File: config.mk
export PLATFORM = sky130hd
export DESIGN_NAME = edit_distance_dp_top
export DESIGN_NICKNAME = d
export VERILOG_FILES = /design/src/ed_pkg.sv /design/src/ed_ram.sv /design/src/edit_distance_dp_top.sv
export SDC_FILE = /design/constraint.sdc
export NUM_CORES = 1
export LEC_CHECK = 0
export BUFFER_PORTS_ARGS = -buffer_cell sky130_fd_sc_hd__buf_2
export CORE_UTILIZATION = 65
export CTS_CLUSTER_SIZE = 12
export DETAILED_ROUTE_END_ITERATION = 8
export HOLD_SLACK_MARGIN = 0.15
export PLACE_DENSITY_LB_ADDON = 0.15
export SYNTH_ARGS = -nofsm -noshare
export SYNTH_HDL_FRONTEND = slang
export SYNTH_SLANG_ARGS = --single-unit
File: constraint.sdc
create_clock -name clk -period 15.3 [get_ports clk]
set_input_delay 0.765 -clock clk [delete_from_list [all_inputs] [get_ports clk]]
set_output_delay 0.765 -clock clk [all_outputs]
set_load 0.02 [all_outputs]
File: src/ed_pkg.sv
`default_nettype none

package ed_pkg;

  // kind of input item, carried on the slave tuser
  typedef enum logic [1:0] {
    ACT_APPEND_A = 2'd0,
    ACT_TAKE_B   = 2'd1,
    ACT_EMIT     = 2'd2,
    ACT_NONE     = 2'd3
  } action_t;

  localparam int SYM_W   = 8;
  localparam int FIELD_W = 7;  // width of each result count
  localparam int OUT_W   = 24; // three counts and the flag, padded to bytes

endpackage

`default_nettype wire

File: src/ed_ram.sv
`default_nettype none

// simple dual-port RAM, one write and one registered read per cycle
module ed_ram #(
  parameter int WIDTH = 8,
  parameter int DEPTH = 64,
  parameter int AW    = (DEPTH > 1) ? $clog2(DEPTH) : 1
) (
  input  wire logic             clk,
  input  wire logic             we,
  input  wire logic [AW-1:0]    waddr,
  input  wire logic [WIDTH-1:0] wdata,
  input  wire logic [AW-1:0]    raddr,
  output logic      [WIDTH-1:0] rdata
);

  logic [WIDTH-1:0] mem [DEPTH];

  always_ff @(posedge clk) begin
    if (we) begin
      mem[waddr] <= wdata;
    end
    rdata <= mem[raddr];
  end

endmodule

`default_nettype wire

File: src/edit_distance_dp_top.sv
`default_nettype none

// Levenshtein distance engine. Items on the slave stream carry a kind in tuser
// (append a byte of A, take a byte of B, emit and clear) and a byte in tdata.
// A is stored in a byte RAM and one DP row over A is kept in a second RAM; a B
// byte walks that row one cell per cycle through the row RAM's single read and
// write port. An emit waits in S_EMIT for room on the master side. The row
// needs no clearing after reset or emit: until the first B byte it reads as
// its boundary values, and that byte rewrites every entry up to len(A).
// Bytes beyond MAX_LEN are dropped and set too_long; A bytes after a B byte
// are dropped silently.
module edit_distance_dp_top #(
  parameter int MAX_LEN = 64
) (
  input  wire logic                       clk,
  input  wire logic                       rst,
  input  wire logic                       s_axis_tvalid,
  output logic                            s_axis_tready,
  input  wire logic [ed_pkg::SYM_W-1:0]   s_axis_tdata,  // [7:0] symbol
  input  wire logic [1:0]                 s_axis_tuser,  // [1:0] action
  output logic                            m_axis_tvalid,
  input  wire logic                       m_axis_tready,
  // [6:0] distance, [13:7] length_of_a, [20:14] length_of_b, [21] too_long
  output logic [ed_pkg::OUT_W-1:0]        m_axis_tdata
);

  localparam int CW  = $clog2(MAX_LEN + 1);
  localparam int TAW = (MAX_LEN > 1) ? $clog2(MAX_LEN) : 1;
  localparam int FW  = ed_pkg::FIELD_W;

  typedef enum logic [1:0] {S_IDLE, S_ROW, S_EMIT} state_t;

  state_t                   state;
  logic [CW-1:0]            count_a;
  logic [CW-1:0]            count_b;
  logic                     overflow;
  logic [CW-1:0]            col;
  logic [CW-1:0]            diag;
  logic [CW-1:0]            left;
  logic                     virgin;
  logic [ed_pkg::SYM_W-1:0] sym;

  ed_pkg::action_t          action;
  logic                     accept;
  logic                     last_col;
  logic                     out_free;

  logic                     text_we;
  logic [TAW-1:0]           text_raddr;
  logic [ed_pkg::SYM_W-1:0] text_rdata;
  logic                     dp_we;
  logic [CW-1:0]            dp_raddr;
  logic [CW-1:0]            dp_rdata;

  logic [CW-1:0]            up;
  logic [CW-1:0]            min_dl;
  logic [CW-1:0]            min_all;
  logic [CW-1:0]            row_val;
  logic [CW-1:0]            distance;

  assign action        = ed_pkg::action_t'(s_axis_tuser);
  assign s_axis_tready = (state == S_IDLE);
  assign accept        = s_axis_tvalid && s_axis_tready;
  assign last_col      = (col == count_a);
  assign out_free      = !m_axis_tvalid || m_axis_tready;

  assign text_we = accept && (action == ed_pkg::ACT_APPEND_A) && (count_b == '0) &&
                   (count_a < CW'(MAX_LEN));
  // cell col+1 compares against A byte col
  assign text_raddr = (col < CW'(MAX_LEN)) ? col[TAW-1:0] : '0;

  always_comb begin
    unique case (state)
      S_IDLE:  dp_raddr = (action == ed_pkg::ACT_EMIT) ? count_a : '0;
      S_ROW:   dp_raddr = last_col ? col : col + CW'(1);
      S_EMIT:  dp_raddr = count_a;
      default: dp_raddr = '0;
    endcase
  end

  // before the first B byte has rewritten it, the row reads as its boundary values
  assign up      = virgin ? col : dp_rdata;
  assign min_dl  = (diag < left) ? diag : left;
  assign min_all = (min_dl < up) ? min_dl : up;

  always_comb begin
    if (col == '0) begin
      row_val = count_b + CW'(1);
    end else if (text_rdata == sym) begin
      row_val = diag;
    end else begin
      row_val = min_all + CW'(1);
    end
  end

  assign dp_we    = (state == S_ROW);
  assign distance = (count_b == '0) ? count_a : dp_rdata;

  ed_ram #(
    .WIDTH (ed_pkg::SYM_W),
    .DEPTH (MAX_LEN),
    .AW    (TAW)
  ) u_text (
    .clk   (clk),
    .we    (text_we),
    .waddr (count_a[TAW-1:0]),
    .wdata (s_axis_tdata),
    .raddr (text_raddr),
    .rdata (text_rdata)
  );

  ed_ram #(
    .WIDTH (CW),
    .DEPTH (MAX_LEN + 1),
    .AW    (CW)
  ) u_row (
    .clk   (clk),
    .we    (dp_we),
    .waddr (col),
    .wdata (row_val),
    .raddr (dp_raddr),
    .rdata (dp_rdata)
  );

  always_ff @(posedge clk) begin
    if (rst) begin
      state         <= S_IDLE;
      count_a       <= '0;
      count_b       <= '0;
      overflow      <= 1'b0;
      virgin        <= 1'b1;
      m_axis_tvalid <= 1'b0;
    end else begin
      // S_EMIT reloads the output register itself
      if (m_axis_tvalid && m_axis_tready && (state != S_EMIT)) begin
        m_axis_tvalid <= 1'b0;
      end
      unique case (state)
        S_IDLE: begin
          if (accept) begin
            sym <= s_axis_tdata;
            unique case (action)
              ed_pkg::ACT_APPEND_A: begin
                if (count_b == '0) begin
                  if (count_a < CW'(MAX_LEN)) begin
                    count_a <= count_a + CW'(1);
                  end else begin
                    overflow <= 1'b1;
                  end
                end
              end
              ed_pkg::ACT_TAKE_B: begin
                if (count_b < CW'(MAX_LEN)) begin
                  col    <= '0;
                  virgin <= (count_b == '0);
                  state  <= S_ROW;
                end else begin
                  overflow <= 1'b1;
                end
              end
              ed_pkg::ACT_EMIT: state <= S_EMIT;
              ed_pkg::ACT_NONE: ;
              default: ;
            endcase
          end
        end
        S_ROW: begin
          diag <= up;
          left <= row_val;
          if (last_col) begin
            count_b <= count_b + CW'(1);
            state   <= S_IDLE;
          end else begin
            col <= col + CW'(1);
          end
        end
        S_EMIT: begin
          if (out_free) begin
            m_axis_tvalid <= 1'b1;
            m_axis_tdata  <= {2'b00, overflow, FW'(count_b), FW'(count_a), FW'(distance)};
            count_a       <= '0;
            count_b       <= '0;
            overflow      <= 1'b0;
            state         <= S_IDLE;
          end
        end
        default: state <= S_IDLE;
      endcase
    end
  end

endmodule

`default_nettype wire

Word-level counts from Yosys, hierarchy flattened --
Memories as Yosys holds them, arrays and structs flattened. A register that Yosys moved wholly into a read port is not among the register bits. Cells that the tools add are included.
Operators by class: add/subtract/negate cells 4, magnitude comparators 5, equal/unequal tests 21, muxes and demuxes 42, bitwise operators 1, reductions and logical operators 24
Operators with widths (count):
- 2-to-1 mux 7 bit | 17
- one-hot mux 7 bit (2 select lines) | 3
- adder 7 x 1 -> 7 bit (second input constant) | 4
- < comparator 7 bit (second input constant) | 3
- one-hot mux 7 bit (3 select lines) | 1
- logical NOT 7 bit | 2
- < comparator 7 bit | 2
- 2-to-1 mux 1 bit | 12
- != test 2 x 1 -> 1 bit (second input constant) | 6
- AND reduction 5 bit | 2
- != test 3 bit (second input constant) | 3
- AND reduction 3 bit | 3
- == test 8 bit | 1
- 2-to-1 mux 2 bit | 4
- == test 7 bit | 1
- AND reduction 7 bit | 1
- logical AND 1 bit | 6
- 2-to-1 mux 6 bit | 1
- != test 2 bit (second input constant) | 3
- != test 3 x 1 -> 1 bit (second input constant) | 2
- one-hot mux 2 bit (3 select lines) | 1
- AND reduction 6 bit | 1
- nonzero test 2 bit | 3
- == test 2 x 1 -> 1 bit (second input constant) | 2
- other kinds (10) | 13
Storage, ports and cells: register bits 70, memory bits (writable) 967, input port bits 14, output and inout port bits 26, logic and storage cells 110, memories 2
Memories:
- u_text.mem | depth 64, bits a word 8, read ports 1, clocked after Yosys merged registers in 1, wr ports 1, RTL line ed_ram.sv:17 | logic [WIDTH-1:0] mem [DEPTH];
- u_row.mem | depth 65, bits a word 7, read ports 1, clocked after Yosys merged registers in 1, wr ports 1, RTL line ed_ram.sv:17

Depth between registers and ports, before layout --
depth in word-level cells 7, mapped depth 21

By module --
A second synthesis with hierarchy kept.
Second synthesis, totals: cell total of the unflattened synthesis 2161, area, all modules 42161.7 um2
Modules (own cells, without submodules):
- ed_ram (u_text) | times used 1, cells an instance 940, area each 20166.8 um2, seq. area each 15534.9 um2
- ed_ram (u_row) | times used 1, cells an instance 818, area each 17974.7 um2, seq. area each 13803.2 um2
- edit_distance_dp_top | times used 1, cells an instance 403, area each 4020.1 um2, seq. area each 1911.8 um2

Worst setup path before layout --
No wires, ideal clock.
path type register to register, start point register diag[2], end point register left[6], data pin, setup time 0.563 ns, arrival time 6.181 ns, required time 14.737 ns, slack 8.556 ns, stages on the path, launching flop included 20, path buffers 0, cells stage by stage edfxtp_1 > ha_1 > a21o_1 > a31oi_1 > o21ai_0 > a21oi_1 > mux2i_1 > inv_1 > ha_1 > a2111oi_0 > o21ai_0 > o22ai_1 > mux2_2 > ha_1 > nand3_1 > nor3_1 > xnor2_1 > mux2i_1 > nor2_1 > o22ai_1
Between the ends: cells in the longest elaborated chain, start to end 7
RTL lines:
- start: declaration | RTL line edit_distance_dp_top.sv:38 | logic [CW-1:0] diag;
- start signal: assignment | RTL line edit_distance_dp_top.sv:168 | diag <= up;
- < comparator 7 bit | RTL line edit_distance_dp_top.sv:83 | assign min_dl = (diag < left) ? diag : left;
- 2-to-1 mux 7 bit * | RTL line edit_distance_dp_top.sv:83
- < comparator 7 bit | RTL line edit_distance_dp_top.sv:84 | assign min_all = (min_dl < up) ? min_dl : up;
- 2-to-1 mux 7 bit * | RTL line edit_distance_dp_top.sv:84
- adder 7 x 1 -> 7 bit * | RTL line edit_distance_dp_top.sv:92 | row_val = min_all + CW'(1);
- 2-to-1 mux 7 bit * | RTL line edit_distance_dp_top.sv:89 | end else if (text_rdata == sym) begin
- 2-to-1 mux 7 bit * | RTL line edit_distance_dp_top.sv:87 | if (col == '0) begin
- named net row_val[6] | RTL line edit_distance_dp_top.sv:58 | logic [CW-1:0] row_val;
- end signal: assignment | RTL line edit_distance_dp_top.sv:169 | left <= row_val;
- end: declaration | RTL line edit_distance_dp_top.sv:39 | logic [CW-1:0] left;
The timed path passes the listed nets; every way through them passes the cells marked *. A chain may end at the register's enable or synchronous reset.

Worst setup path in the final report --
start point register diag[2], end point memory u_row.mem[12][6] in the netlist's numbering, data pin
Between the ends: cells in the longest elaborated chain, start to end 7
RTL lines (RTL line):
- < comparator 7 bit | edit_distance_dp_top.sv:83
- 2-to-1 mux 7 bit * | edit_distance_dp_top.sv:83
- < comparator 7 bit | edit_distance_dp_top.sv:84
- 2-to-1 mux 7 bit * | edit_distance_dp_top.sv:84
- adder 7 x 1 -> 7 bit * | edit_distance_dp_top.sv:92
- 2-to-1 mux 7 bit * | edit_distance_dp_top.sv:89
- 2-to-1 mux 7 bit * | edit_distance_dp_top.sv:87
- named net row_val[6] | edit_distance_dp_top.sv:58
- end: declaration | ed_ram.sv:17
Marked as above.

==> results_dict.tcl <==
set metrics [dict create \
    status "complete, no violations" \
    fin_setup_tns_ns 0 \
    grt_pass1_wl_mm 156 \
    critPathArrivalTime_ns 6.83 \
    vias 26100 \
    synth_area_leader_cell "edfxtp_1" \
    fp.dieW_um 260 \
    worst-setup-path-type "reg2reg" \
    total_leakage_power_nw 15.8 \
    cts_resized 0 \
    place_congestion 0.907 \
    ys_warn_count 0 \
    fin_ws_ns 8.81 \
    cts-hold-fix-buffers 0 \
    reg2reg_slack_ns 8.81 \
    io_buffers 37 \
    grt_pass1_vias 25200 \
    hold_slack_ns 0.475 \
    hpwl_mm 61.9 \
    slew_viol_final 0 \
    ys.flop_type "edfxtp_1" \
    post_cts_buffers 0 \
    fmax_ghz 0.154 \
    die_area_um2 67500 \
    place_inst 3765 \
    rsz0062_at_grt "false" \
    setup.worst_path.end_class "flip-flop" \
    synth-seq-area-share_pct 72.4 \
    min_period_over_period_pct 42.4 \
    min_period_ns 6.49 \
    cts_made_buffers 103 \
    ys_ff_latch 1052 \
    ys_top_cells_by_area "edfxtp_1 71%, nand2_1 4.1%, mux2i_1 3.8%" \
    syn_area_per_cell_um2 14.4 \
    final_cell_count_no_fill 3935 \
    grt_util_all_layers_pct 31.3 \
    cts-root-buf "clkbuf_16" \
    ant_nets 0 \
    wirelength_mm 105 \
    rr_startpoint "diag[2]" \
    mostFrequentLayoutCells "1018 x edfxtp_1, 465 x nand2_1, 243 x nor2_1, 187 x nand3_1, 163 x mux2i_1" \
    finClkSkew_ns 0.0418 \
    tightest_slew_ns 1.19 \
    grt_max_degree 89 \
    drtPass1Iterations 6 \
    finalHoldViolCount 0 \
    area_growth_pct 9.05 \
    clk_pin_slew_ns 0.06 \
    max_slew_margin_pct 20.4 \
    ios 40 \
    core_um2 65700 \
    path_buf_inv 3 \
    post_drt_wl_per_cell_um 26.7 \
    holdPathStages 0 \
    synth_async_sr_flop_share_pct 0 \
    diodes 0 \
    power_density_nw_per_um2 125 \
    viasPerCell 6.64 \
    antenna_found_initial 1 \
    path_cells "ha_1, a21o_1, a31oi_1, o21ai_0, a21oi_1, buf_4, mux2i_1, inv_1, ha_1, a2111oi_0, o21ai_0, o22ai_1, mux2i_1, ha_1, nand3_1, nor3_1, xnor2_1, mux2i_1, nor2_1, o22ai_4, buf_4" \
    drive_gt1_share_pct 10.4 \
    slowest_stage "o22ai_1" \
    max-vdd-ir-drop_mv 0.0859 \
    holdPathEnd "m_axis_tdata[21]" \
    cp_max_fo 66 \
    cp-start-kind "flip-flop" \
    required_ns 15.65 \
    fp-row-count 94 \
    synth_cell_types 71 \
    cpLargestDelayFamily "compound AO/OA/AOI/OAI gates" \
    synth_edf_count 1018 \
    dp_slack_ns 8.87 \
    hp-class "reg2reg" \
    synth.cell_area_um2 43200 \
    drtIter0Drc 3717 \
    cts_num_sinks 1052 \
    initial_core_util_pct 65.7 \
    clk_latency_ns 0.67 \
    cts_tree "yes" \
    clock_tree.buffer_depth 3 \
    fp.dieH_um 260 \
    layout_commonest_cell "edfxtp_1" \
    synth_top_area_share_pct 70.8 \
    utilization_pct 71.6 \
    grt.overflow.total 0 \
    netlist_instances 2999 \
    hold_start "overflow" \
    num-nets-final 3038 \
    ff2ff_path_depth 21 \
    slowest_delay_ns 0.69 \
    cap_violations 0 \
    finalSetupViolations 0 \
    fill_cells 4131 \
    drc 0 \
    h-tree-depth 3 \
    r2r-end "u_row.mem[12][6]" \
]
-- worst max path at each step --
stage	slack, ns	start	end	depth (start not counted)
after floorplan	8.56	diag[2]	left[6]	19
after global placement	8.96	diag[2]	u_row.mem[48][6]	21
after detailed placement	8.87	diag[2]	u_row.mem[37][6]	21
after CTS	8.84	diag[2]	u_row.mem[12][6]	21
after global routing	8.19	diag[2]	u_row.mem[12][6]	21
final	8.81	diag[2]	u_row.mem[12][6]	21
-- cells by family after synthesis --
kind of cell,synth area share (%)
AOI/OAI and AO/OA,6.03
and+or+nand+nor,10.2
xor gates and xnor gates,0.730
buffers and inverters,2.40
adders and majority gates,0.522
muxes,7.72
other,0.00868
DFF,72.4
-- synthesized netlist by cell type (18+ instances only) --
master / n
edfxtp_1: 1018
inv_1: 26
a21oi_1: 143
mux2i_1: 164
nand3_1: 187
clkbuf_1: 59
and3_1: 27
o221ai_1: 40
nor3_1: 20
buf_2: 61
nand2_1: 466
a211oi_1: 24
mux2_2: 19
dfxtp_1: 34
nand4_1: 19
o211ai_1: 33
nor2_1: 246
buf_1: 28
mux4_2: 65
o21ai_0: 83
ha_1: 18
xnor2_1: 22
-- through the flow --
stage	power (W)	instance area, um^2
after floorplan	0.00348	43200
after global placement	0.00359	44000
after detailed placement	0.00360	44000
after CTS	0.00591	47100
after global routing	0.00604	47100
final	0.00590	47100
-- power by group --
group	internal (W)	switching [W]
clock	0.00131	0.00104
combinational	0.0000805	0.000237
sequential	0.00322	0.0000116
-- state kept, by name, summed over array words and instances, names as in the netlist --
register,flops
m_axis_tvalid,1
u_text.rdata,8
overflow,1
sym,8
count_b,7
diag,7
u_row.rdata,7
state,2
col,7
left,7
count_a,7
u_row.mem,455
u_text.mem,512
m_axis_tdata,22
virgin,1
-- layer usage --
metal | track usage [%] | part of all wire [%] | up-vias
met2 | 46.1 | 45 | 1618
met3 | 8.26 | 12 | 242
met1 | 46.2 | 40 | 12900
met5 | 0 | 0.0095 | -
li1 | - | - | 11300
met4 | 9.82 | 2.7 | 2
-- layout make-up --
type	instances	area, um^2	share of cell area (%)
clock inverters	21	245	0.521
clock buffers	149	2830	6.01
repair buffers	82	523	1.11
multi-input cells	1741	11100	23.5
flip-flops and latches	1052	31300	66.4
well taps	864	1080	2.30
inverters	26	97.6	0.207
Note: power is estimated with default switching activity, not from simulation.
